`src/rpot_pkg.sv`:
```
`timescale 1ns / 1ps
// ----------------------------------------------------------------------------
// rpot_pkg
// Fixed widths, register indexes and reset values of the onset trigger.
// ----------------------------------------------------------------------------
package rpot_pkg;

	// register field widths
	localparam int SET_W   = 7;
	localparam int THR_W   = 16;
	localparam int HOLD_W  = 20;
	localparam int CFG_W   = 20;
	localparam int CFG_IDX_W = 2;

	// window length = setting + base, setting saturated
	localparam logic [SET_W-1:0] WINDOW_BASE    = 7'd10;
	localparam logic [SET_W-1:0] WINDOW_SET_MAX = 7'd99;

	localparam logic [THR_W-1:0] THR_RESET = 16'h8000;

	// multiplier A operand carries threshold squared (32 bits)
	localparam int MUL_A_W = 32;
	// threshold^2 * window fits in 39 bits
	localparam int LIM_W   = 39;

	// configuration register indexes
	localparam logic [CFG_IDX_W-1:0] REG_WINDOW    = 2'd0;
	localparam logic [CFG_IDX_W-1:0] REG_THRESHOLD = 2'd1;
	localparam logic [CFG_IDX_W-1:0] REG_MODE      = 2'd2;
	localparam logic [CFG_IDX_W-1:0] REG_HOLDOFF   = 2'd3;

	// trigger modes
	localparam logic MODE_RMS  = 1'b0;
	localparam logic MODE_PEAK = 1'b1;

endpackage

```
`src/rms_peak_onset_trigger.sv`:
```
`timescale 1ns / 1ps
// result_valid is registered on leaving ST_DONE, after ST_WR, ST_ADD and, as the item needs,
//   ST_SUB, ST_LIM1 and ST_LIM2; a stalled result holds the next item in ST_DONE.
// One item at a time (item_ready only in ST_IDLE), over one shared multiplier.
// A window change without restart rebuilds the energy: FRD, FSQ, ADD states per older sample.
// Reset (arst_n low, async): empty history, zero energy/holdoff, registers to defaults.
// ----------------------------------------------------------------------------
// rms_peak_onset_trigger
// Sliding sum-of-squares / peak onset detector with holdoff, sequenced over
// one shared multiplier and a one-write one-read history memory.
// ----------------------------------------------------------------------------
module rms_peak_onset_trigger #(
	parameter int HISTORY_DEPTH = 128,
	parameter int SAMPLE_BITS   = 16
) (
	input  logic                                  clk,
	input  logic                                  arst_n,
	// configuration write port
	input  logic                                  cfg_we,
	input  logic [rpot_pkg::CFG_IDX_W-1:0]        cfg_index,
	input  logic [rpot_pkg::CFG_W-1:0]            cfg_data,
	// input item channel
	input  logic                                  item_valid,
	output logic                                  item_ready,
	input  logic signed [SAMPLE_BITS-1:0]         sample,
	input  logic                                  restart,
	// result channel
	output logic                                  result_valid,
	input  logic                                  result_ready,
	output logic                                  trigger,
	output logic                                  holding,
	output logic [2*SAMPLE_BITS+4:0]              window_energy
);

	// ------------------------------------------------------------------------
	// Derived widths
	//   IW  : history address
	//   FW  : fill count, holds HISTORY_DEPTH itself
	//   NW  : window length / element counter
	//   EW  : energy, up to 109 full-scale squares
	//   MBW : multiplier B operand (sample magnitude or threshold)
	//   PW  : product register, covers a square and threshold^2 * window
	// ------------------------------------------------------------------------
	localparam int IW  = $clog2(HISTORY_DEPTH);
	localparam int FW  = $clog2(HISTORY_DEPTH + 1);
	localparam int NW  = (FW > rpot_pkg::SET_W) ? FW : rpot_pkg::SET_W;
	localparam int EW  = 2 * SAMPLE_BITS + 5;
	localparam int MAW = rpot_pkg::MUL_A_W;
	localparam int MBW = (SAMPLE_BITS > rpot_pkg::THR_W) ? SAMPLE_BITS : rpot_pkg::THR_W;
	localparam int PW  = (2 * SAMPLE_BITS > rpot_pkg::LIM_W) ? 2 * SAMPLE_BITS
		: rpot_pkg::LIM_W;
	localparam int CW  = (EW > PW) ? EW : PW;

	typedef enum logic [3:0] {
		ST_IDLE,   // waiting for an input transfer
		ST_WR,     // write sample, read evicted entry, square the new sample
		ST_ADD,    // add a square to the energy
		ST_SUB,    // remove the evicted square
		ST_FRD,    // rebuild: read next older entry
		ST_FSQ,    // rebuild: square it
		ST_LIM1,   // threshold^2
		ST_LIM2,   // threshold^2 * window
		ST_DONE    // decide, load result register
	} state_t;

	// ------------------------------------------------------------------------
	// Configuration registers
	// ------------------------------------------------------------------------
	logic [rpot_pkg::SET_W-1:0]  window_setting_q;
	logic [rpot_pkg::THR_W-1:0]  threshold_q;
	logic                        trigger_mode_q;
	logic [rpot_pkg::HOLD_W-1:0] holdoff_len_q;

	always_ff @(posedge clk or negedge arst_n) begin
		if (!arst_n) begin
			window_setting_q <= '0;
			threshold_q      <= rpot_pkg::THR_RESET;
			trigger_mode_q   <= rpot_pkg::MODE_RMS;
			holdoff_len_q    <= '0;
		end else if (cfg_we) begin
			unique case (cfg_index)
				rpot_pkg::REG_WINDOW: begin
					window_setting_q <= cfg_data[rpot_pkg::SET_W-1:0];
				end
				rpot_pkg::REG_THRESHOLD: begin
					threshold_q <= cfg_data[rpot_pkg::THR_W-1:0];
				end
				rpot_pkg::REG_MODE: begin
					trigger_mode_q <= cfg_data[0];
				end
				rpot_pkg::REG_HOLDOFF: begin
					holdoff_len_q <= cfg_data[rpot_pkg::HOLD_W-1:0];
				end
				default: begin
				end
			endcase
		end
	end

	// ------------------------------------------------------------------------
	// Effective window length: 0 when disabled, else min(sat(set)+10, depth)
	// ------------------------------------------------------------------------
	logic [rpot_pkg::SET_W-1:0] set_sat;
	logic [NW-1:0]              w_sum;
	logic [NW-1:0]              w_cur;

	always_comb begin
		set_sat = (window_setting_q > rpot_pkg::WINDOW_SET_MAX) ? rpot_pkg::WINDOW_SET_MAX
			: window_setting_q;
		w_sum   = NW'(set_sat) + NW'(rpot_pkg::WINDOW_BASE);
		if (window_setting_q == '0) begin
			w_cur = '0;
		end else if (w_sum > NW'(HISTORY_DEPTH)) begin
			w_cur = NW'(HISTORY_DEPTH);
		end else begin
			w_cur = w_sum;
		end
	end

	// ------------------------------------------------------------------------
	// Sequencer state and datapath registers
	// ------------------------------------------------------------------------
	state_t                      state_q;
	logic signed [SAMPLE_BITS-1:0] s_q;        // current sample
	logic [IW-1:0]               wp_q;         // next write slot
	logic [IW-1:0]               rp_q;         // rebuild read pointer
	logic [FW-1:0]               fill_q;       // samples since restart, saturating
	logic [EW-1:0]               energy_q;     // running sum of squares
	logic [NW-1:0]               w_q;          // window of this item
	logic [NW-1:0]               w_used_q;     // window that energy_q was built for
	logic [NW-1:0]               k_q;          // rebuild element count
	logic                        full_q;       // this item rebuilds the energy
	logic                        drop_q;       // this item evicts the oldest square
	logic [rpot_pkg::HOLD_W-1:0] hold_q;       // holdoff countdown
	logic [PW-1:0]               prod_q;       // shared multiplier output
	logic                        result_valid_q;
	logic                        trigger_q;
	logic                        holding_q;
	logic [EW-1:0]               energy_out_q;

	// history memory, one write and one registered read per cycle
	logic signed [SAMPLE_BITS-1:0] hist_mem [HISTORY_DEPTH];
	logic signed [SAMPLE_BITS-1:0] rd_q;
	logic                          mem_we;
	logic                          mem_re;
	logic [IW-1:0]                 rd_addr;

	// ------------------------------------------------------------------------
	// Address arithmetic: evicted slot = wp - w (mod depth), rebuild walks back
	// ------------------------------------------------------------------------
	logic [NW:0]   ev_sum;
	logic [NW:0]   ev_wrap;
	logic [IW-1:0] rp_nxt;
	logic [IW-1:0] wp_nxt;

	always_comb begin
		ev_sum  = (NW+1)'(wp_q) + (NW+1)'(HISTORY_DEPTH) - (NW+1)'(w_q);
		ev_wrap = (ev_sum >= (NW+1)'(HISTORY_DEPTH)) ? ev_sum - (NW+1)'(HISTORY_DEPTH)
			: ev_sum;
		rp_nxt  = (rp_q == '0) ? IW'(HISTORY_DEPTH - 1) : rp_q - 1'b1;
		wp_nxt  = (wp_q == IW'(HISTORY_DEPTH - 1)) ? '0 : wp_q + 1'b1;
		mem_we  = (state_q == ST_WR);
		mem_re  = (state_q == ST_WR) || (state_q == ST_FRD);
		rd_addr = (state_q == ST_FRD) ? rp_nxt : IW'(ev_wrap);
	end

	always_ff @(posedge clk) begin
		if (mem_re) begin
			rd_q <= hist_mem[rd_addr];
		end
		if (mem_we) begin
			hist_mem[wp_q] <= s_q;
		end
	end

	// ------------------------------------------------------------------------
	// Shared multiplier: operands chosen by the sequencer, product registered
	// in every state but ST_DONE and consumed by the state that follows.
	// ------------------------------------------------------------------------
	logic [SAMPLE_BITS-1:0] mag_s;
	logic [SAMPLE_BITS-1:0] mag_rd;
	logic [MAW-1:0]         mul_a;
	logic [MBW-1:0]         mul_b;
	logic [MAW+MBW-1:0]     mul_p;

	always_comb begin
		// two's complement magnitude; the most negative code maps to 2^(N-1)
		mag_s  = s_q[SAMPLE_BITS-1] ? (~s_q + 1'b1) : s_q;
		mag_rd = rd_q[SAMPLE_BITS-1] ? (~rd_q + 1'b1) : rd_q;
		unique case (state_q)
			ST_WR: begin
				mul_a = MAW'(mag_s);
				mul_b = MBW'(mag_s);
			end
			ST_LIM1: begin
				mul_a = MAW'(threshold_q);
				mul_b = MBW'(threshold_q);
			end
			ST_LIM2: begin
				mul_a = prod_q[MAW-1:0];
				mul_b = MBW'(w_q);
			end
			default: begin
				mul_a = MAW'(mag_rd);
				mul_b = MBW'(mag_rd);
			end
		endcase
		mul_p = mul_a * mul_b;
	end

	// ------------------------------------------------------------------------
	// Per-item decisions
	// ------------------------------------------------------------------------
	logic [FW-1:0] fill_eff;
	logic          full_cur;
	logic          drop_cur;
	logic [NW-1:0] n_cur;
	logic          rms_tail;
	logic          fire;
	logic          out_free;

	always_comb begin
		fill_eff = restart ? '0 : fill_q;
		// a changed window invalidates the running sum; after a restart the
		// sum is empty and fits any window
		full_cur = !restart && (w_cur != '0) && (w_cur != w_used_q);
		drop_cur = !full_cur && (w_cur != '0) && (NW'(fill_eff) >= w_cur);
		n_cur    = (w_q < NW'(fill_q)) ? w_q : NW'(fill_q);
		rms_tail = (trigger_mode_q == rpot_pkg::MODE_RMS) && (w_q != '0);
		if (trigger_mode_q == rpot_pkg::MODE_PEAK) begin
			fire = MBW'(mag_s) > MBW'(threshold_q);
		end else begin
			fire = (w_q != '0) && (CW'(energy_q) > CW'(prod_q));
		end
		out_free = !result_valid_q || result_ready;
	end

	// ------------------------------------------------------------------------
	// Sequencer
	// ------------------------------------------------------------------------
	always_ff @(posedge clk or negedge arst_n) begin
		if (!arst_n) begin
			state_q        <= ST_IDLE;
			s_q            <= '0;
			wp_q           <= '0;
			rp_q           <= '0;
			fill_q         <= '0;
			energy_q       <= '0;
			w_q            <= '0;
			w_used_q       <= '0;
			k_q            <= '0;
			full_q         <= 1'b0;
			drop_q         <= 1'b0;
			hold_q         <= '0;
			prod_q         <= '0;
			result_valid_q <= 1'b0;
			trigger_q      <= 1'b0;
			holding_q      <= 1'b0;
			energy_out_q   <= '0;
		end else begin
			// the limit product stays put while a finished item waits to go out
			if (state_q != ST_DONE) begin
				prod_q <= mul_p[PW-1:0];
			end
			if ((state_q == ST_DONE) && out_free) begin
				result_valid_q <= 1'b1;
			end else if (result_ready) begin
				result_valid_q <= 1'b0;
			end

			unique case (state_q)
				ST_IDLE: begin
					if (item_valid) begin
						s_q      <= sample;
						w_q      <= w_cur;
						w_used_q <= w_cur;
						full_q   <= full_cur;
						drop_q   <= drop_cur;
						k_q      <= NW'(1);
						if (restart) begin
							fill_q <= '0;
							hold_q <= '0;
						end
						if (restart || full_cur || (w_cur == '0)) begin
							energy_q <= '0;
						end
						state_q <= ST_WR;
					end
				end
				ST_WR: begin
					rp_q    <= wp_q;
					wp_q    <= wp_nxt;
					if (fill_q < FW'(HISTORY_DEPTH)) begin
						fill_q <= fill_q + 1'b1;
					end
					state_q <= ST_ADD;
				end
				ST_ADD: begin
					if (w_q != '0) begin
						energy_q <= energy_q + EW'(prod_q);
					end
					if (full_q && (k_q < n_cur)) begin
						state_q <= ST_FRD;
					end else if (drop_q) begin
						state_q <= ST_SUB;
					end else if (rms_tail) begin
						state_q <= ST_LIM1;
					end else begin
						state_q <= ST_DONE;
					end
				end
				ST_SUB: begin
					energy_q <= energy_q - EW'(prod_q);
					state_q  <= rms_tail ? ST_LIM1 : ST_DONE;
				end
				ST_FRD: begin
					rp_q    <= rp_nxt;
					k_q     <= k_q + 1'b1;
					state_q <= ST_FSQ;
				end
				ST_FSQ: begin
					state_q <= ST_ADD;
				end
				ST_LIM1: begin
					state_q <= ST_LIM2;
				end
				ST_LIM2: begin
					state_q <= ST_DONE;
				end
				ST_DONE: begin
					if (out_free) begin
						holding_q      <= (hold_q != '0);
						energy_out_q   <= energy_q;
						if (hold_q != '0) begin
							// suppressed: count down, no trigger
							trigger_q <= 1'b0;
							hold_q    <= hold_q - 1'b1;
						end else begin
							trigger_q <= fire;
							if (fire) begin
								hold_q <= holdoff_len_q;
							end
						end
						state_q <= ST_IDLE;
					end
				end
				default: begin
					state_q <= ST_IDLE;
				end
			endcase
		end
	end

	assign item_ready    = (state_q == ST_IDLE);
	assign result_valid  = result_valid_q;
	assign trigger       = trigger_q;
	assign holding       = holding_q;
	assign window_energy = energy_out_q;

endmodule

```
`config.mk`:
```
export PLATFORM = sky130hd
export DESIGN_NAME = rms_peak_onset_trigger
export DESIGN_NICKNAME = d
export VERILOG_FILES = /design/src/rpot_pkg.sv /design/src/rms_peak_onset_trigger.sv
export SDC_FILE = /design/constraint.sdc
export NUM_CORES = 2
export LEC_CHECK = 0
export BUFFER_PORTS_ARGS = -buffer_cell sky130_fd_sc_hd__buf_2
export CORE_MARGIN = 5
export CORE_UTILIZATION = 30
export CTS_BUF_LIST = sky130_fd_sc_hd__clkbuf_8
export DETAILED_ROUTE_END_ITERATION = 12
export SYNTH_ARGS = -nofsm -noshare
export SYNTH_HDL_FRONTEND = slang
export SYNTH_SLANG_ARGS = --single-unit
```
`constraint.sdc`:
```
create_clock -name clk -period 12 [get_ports clk]
set_input_delay 0 -clock clk [delete_from_list [all_inputs] [get_ports clk]]
set_output_delay 0 -clock clk [all_outputs]
set_load 0.02 [all_outputs]
```
Yosys cells after proc, flatten, opt, wreduce, memory -nomap -nowiden
Memories as Yosys holds them, arrays and structs flattened. A register that Yosys moved wholly into a read port is not among the register bits.
Cells that the tools add are included.
{"block": "classes", "n_addsub": 13, "mul": 1, "div": 0, "order_cmp": 9, "eq_ne": 21, "n_shift": 0, "mux": 41, "bitwise": 3, "n_reduce_logical": 41}
{"operator": "$mux W37", "n": 3}
{"operator": "$pmux W37 S3", "n": 1}
{"operator": "$mux W20", "n": 5}
{"operator": "$pmux W32 S3", "n": 1}
{"operator": "$mux W8", "n": 7}
{"operator": "$pmux W16 S3", "n": 1}
{"operator": "$pmux W20 S2", "n": 1}
{"operator": "$gt A37 B39 Y1", "n": 1}
{"operator": "$mul A32 B16 Y39", "n": 1}
{"operator": "$add A37 B37 Y37", "n": 1}
{"operator": "$sub A37 B37 Y37", "n": 1}
{"operator": "$mux W7", "n": 5}
{"operator": "$add A16 B1 Y16 const B", "n": 2}
{"operator": "$mux W16", "n": 2}
{"operator": "$not A16 Y16", "n": 2}
{"operator": "$pmux W4 S8", "n": 1}
{"operator": "$pmux W8 S2", "n": 2}
{"operator": "$mux W4", "n": 5}
{"operator": "$reduce_bool A20 Y1", "n": 1}
{"operator": "$sub A20 B1 Y20 const B", "n": 1}
{"operator": "$add A8 B1 Y8 const B", "n": 2}
{"operator": "$eq A4 B3 Y1 const B", "n": 4}
{"operator": "$gt A16 B16 Y1", "n": 1}
{"operator": "$lt A8 B8 Y1", "n": 2}
{"operator": "39 further kinds", "n": 76}
{"block": "totals", "regBits": 240, "latchBits": 0, "ramBits": 2048, "mem_bits_ro": 0, "in_bits": 44, "output_inout_bits": 41, "word_cells": 150, "memories": 1}
{"name": "hist_mem", "depth": 128, "width": 16, "read_ports": 1, "rd_ports_with_merged_regs": 1, "wr": 1, "line_no": "rms_peak_onset_trigger.sv:142", "source": "logic signed [SAMPLE_BITS-1:0] hist_mem [HISTORY_DEPTH];"}

Longest topological paths before layout
{"block": "depth", "depth_word": 14, "depth_mapped": 36, "ltp_nobuf": 34}

Worst setup path before layout
No wires, ideal clock.
{"block": "synth_timing", "path_type": "register to register", "startpoint": "reg s_q[0]", "endpoint": "reg prod_q[26]", "setup_time_ns": 0.134, "arrival_time_ns": 9.549, "t_required_ns": 11.866, "path_slack_ns": 2.318, "path_stages_with_launch": 36, "period_less_slack_ns": 9.682, "path_cell_list": "dfrtp_1 inv_1 ha_1 nand2b_1 or3_1 nand2b_1 o21ai_0 xor2_1 o21ai_0 o21a_1 clkbuf_1 inv_1 nand2_1 clkbuf_1 nand2_1 fa_1 inv_1 fa_1 inv_1 fa_1 inv_1 fa_1 inv_1 fa_1 inv_1 fa_1 ha_1 a21o_1 a21o_1 a21oi_1 o21a_1 or4b_2 a21o_1 a31oi_1 xnor2_1 o21ai_0"}
{"block": "synth_between", "elab_chain_len": 5, "word_cells_on_any_way": 6, "classes_between": "1 x add/sub; 1 x mul; 3 x mux; 1 x bitwise"}
{"element": "start, declared", "line_no": "rms_peak_onset_trigger.sv:124", "source": "logic signed [SAMPLE_BITS-1:0] s_q;"}
{"element": "start signal, assigned", "line_no": "rms_peak_onset_trigger.sv:274", "source": "s_q <= sample;"}
{"element": "$not A16 Y16", "line_no": "rms_peak_onset_trigger.sv:188", "source": "mag_s = s_q[SAMPLE_BITS-1] ? (~s_q + 1'b1) : s_q;"}
{"element": "$add A16 B1 Y16", "line_no": "rms_peak_onset_trigger.sv:188"}
{"element": "$mux W16 *", "line_no": "rms_peak_onset_trigger.sv:188"}
{"element": "$pmux W32 S3 or $pmux W16 S3 (tied branches)", "line_no": "rms_peak_onset_trigger.sv:190", "source": "unique case (state_q)"}
{"element": "$mul A32 B16 Y39 *", "line_no": "rms_peak_onset_trigger.sv:208", "source": "mul_p = mul_a * mul_b;"}
{"element": "end signal, assigned", "line_no": "rms_peak_onset_trigger.sv:263", "source": "prod_q <= mul_p[PW-1:0];"}
{"element": "end, declared", "line_no": "rms_peak_onset_trigger.sv:135", "source": "logic [PW-1:0] prod_q;"}
Every way passes the cells marked *; elsewhere a longest branch is shown, timed or not.
A chain may end at the register's enable or synchronous reset.

Worst setup path in the final report
Ends and elaborated chain as after synthesis.

==> impl_metrics.toml <==
[placed_design]
place.gp.congestion = 0.890
hpwl_um = 185000
port_buffers = 84

[setup_path]
ff2ff_setup_slack_ns = 2.22
cp_max_fo = 60
crit_path_end_kind = "flip-flop"
cp_slowest_cell = "dfrtp_4"
path_class = "flip-flop to flip-flop"
start_kind = "flip-flop"
arrival_ns = 10.58
crit_required_ns = 12.80
cpPeakStageDelay_ns = 0.71
crit_top_cell = "fa_1"

[logic_synthesis]
ys_seq_elements = 2304
synthArstFlopShare_pct = 10.4
netlist_instances = 6978
synthFlopType = "edfxtp_1"
avgSynthCellArea_sq_um = 15.7
syn_area_sq_um = 109000
synth_edf_count = 2064
synth_cell_types = 83
yosysWarnings = 0
yosysSeqAreaShare_pct = 62.2

[cts]
numCtsBuffers = 368
clk_latency_ns = 1.07
h-tree-depth = 5
cts-root-buf = "clkbuf_8"
cts_setup_buffers = 0
path_clk_slew_ns = 0.06
cts_buffer_depth = 4
cts.sinks = 2304
cts_tree = "yes"

[global_routing]
grt.overflow.total = 0
antenna_found_initial = 21
grtUsageTotal_pct = 15.1
grt_first_pass_wirelength_um = 429000
grt_pass1_vias = 64899
grt_max_degree = 135

[drt]
vias_per_cell = 4.95
first_pass_iters = 8
wl_um = 288000
drc_errors = 0
drt_first_iter_violations = 5989
detail-route-antenna-nets = 0
vias = 62421
wl_per_cell_um = 22.9

[sta]
hold_viol = 0
min_period_ns = 9.78
report.final.slew_viol_count = 0
clock-skew-final_ns = 0.132
fin_setup_tns_ns = 0
post-route-period-util_pct = 81.5
tightest_slew_ns = 1.23
slew-limit-headroom_pct = 17.8
finalSetupViolations = 0
rsz0062_at_grt = "no"
max_freq_mhz = 102

[cells_and_area]
seq_area_sq_um = 68000
nNetsFinal = 8152
fillCellCount = 34465
area_delta_synth_final_pct = 13.9
multi_input_area_sq_um = 38200
drive_gt1_share_pct = 19.3

[die]
die_area_sq_um = 376000
die_h_um = 614
coreArea_sq_um = 363000
start_util_pct = 30.1
pin_count = 85
die_w_um = 614
rows = 221

[run_status]
status = "complete, no violations"

[hold_path]
hold_class = "input port to flip-flop"

[job]
maxCapViolCount = 0
==> per-stage QoR <==
step	instance area (sq um)	cells	util [%]	hold WS, ns	setup WS, ns
floorplan	110000	7061	-	-0.296	2.32
global placement	117000	11834	32.2	-0.0189	2.37
detailed placement	117000	11834	32.2	-0.00817	2.19
CTS	124000	12590	34.3	0.0116	2.19
global route	124000	12591	34.3	0.00946	1.64
finish	124000	12598	34.3	0.0714	2.22
==> routing by layer <==
metal / routed length [um] / GRT usage, %
met4: 10900 / 5.49
met1: 119000 / 20.2
met2: 138000 / 24.7
met5: 45 / 0
met3: 19900 / 2.58
==> path summary, 6_finish.rpt <==
kind,from,end,cells past startpoint
min,sample[6],s_q[6]$_DFFE_PN0P_,4
max in group asynchronous,arst_n,s_q[4]$_DFFE_PN0P_,5
max reg2reg,s_q[0]$_DFFE_PN0P_,prod_q[26]$_DFFE_PN0N_,30
max,s_q[0]$_DFFE_PN0P_,prod_q[26]$_DFFE_PN0N_,30
min reg2reg,window_energy[7]$_DFFE_PN0P_,window_energy[7]$_DFFE_PN0P_,2
min in group asynchronous,arst_n,energy_q[35]$_DFFE_PN0P_,4
==> cells in the final DEF, fill, tap and decap left out, types with 212 or more instances in the layout <==
| master | Yosys | layout |
|---|---|---|
| a21oi_1 | 216 | 213 |
| nand2_1 | 701 | 699 |
| fa_1 | 386 | 386 |
| dfrtp_1 | 239 | 223 |
| edfxtp_1 | 2064 | 2064 |
| mux4_2 | 512 | 512 |
| inv_1 | 548 | 653 |
| nor2_1 | 429 | 428 |
| clkbuf_8 | 0 | 386 |
| buf_4 | 2 | 212 |
==> cells in the mapped netlist (134+ instances only) <==
cell type | count | share of area (%)
mux2_2 | 173 | 1.8
nor2_1 | 429 | 1.5
dfrtp_1 | 239 | 5.5
o211ai_1 | 134 | 0.92
mux2i_1 | 139 | 1.3
o21ai_0 | 137 | 0.63
inv_1 | 548 | 1.9
nand2_1 | 701 | 2.4
clkbuf_1 | 181 | 0.62
edfxtp_1 | 2064 | 57
ha_1 | 209 | 2.4
fa_1 | 386 | 7.1
mux4_2 | 512 | 11
a21oi_1 | 216 | 0.99
==> state kept, by name, summed over array words and instances, names as in the netlist, 16 cells and up <==
signal         count
holdoff_len_q     20
s_q               16
hist_mem        2048
window_energy     37
prod_q            39
rd_q              16
hold_q            20
threshold_q       16
energy_q          37
==> worst max-delay path, delay by kind of cell (launching register included) <==
| family | cells | cell delay [ns] |
|---|---|---|
| buffers and inverters | 5 | 0.77 |
| and+or+nand+nor | 6 | 1.90 |
| xor gates and xnor gates | 2 | 0.35 |
| AOI/OAI and AO/OA | 9 | 2.35 |
| DFF | 1 | 0.71 |
| adders and majority gates | 8 | 3.52 |
==> cell families after synthesis <==
family | synth area share [%]
DFF | 62.2
and+or+nand+nor | 5.78
buffers and inverters | 3.17
muxes | 13.6
AOI/OAI and AO/OA | 4.54
adders and majority gates | 9.46
xor gates and xnor gates | 1.21
other | 0.00687
==> area by class of cell <==
class | count | share of cell area [%]
diodes | 8 | 0.0161
clock inverters | 267 | 1.19
flip-flops and latches | 2304 | 54.7
multi-input cells | 3879 | 30.7
well taps | 4794 | 4.82
clock buffers | 386 | 4.27
inverters | 551 | 1.66
repair buffers | 409 | 2.63
==> repair_timing <==
item	in CTS	in global routing
endpoints found under the hold margin	308	0
resized for setup	0	0
hold buffers	103	0
Power is not shown: default switching activity piles up to over one toggle a cycle in this logic, so the estimate is an artifact.
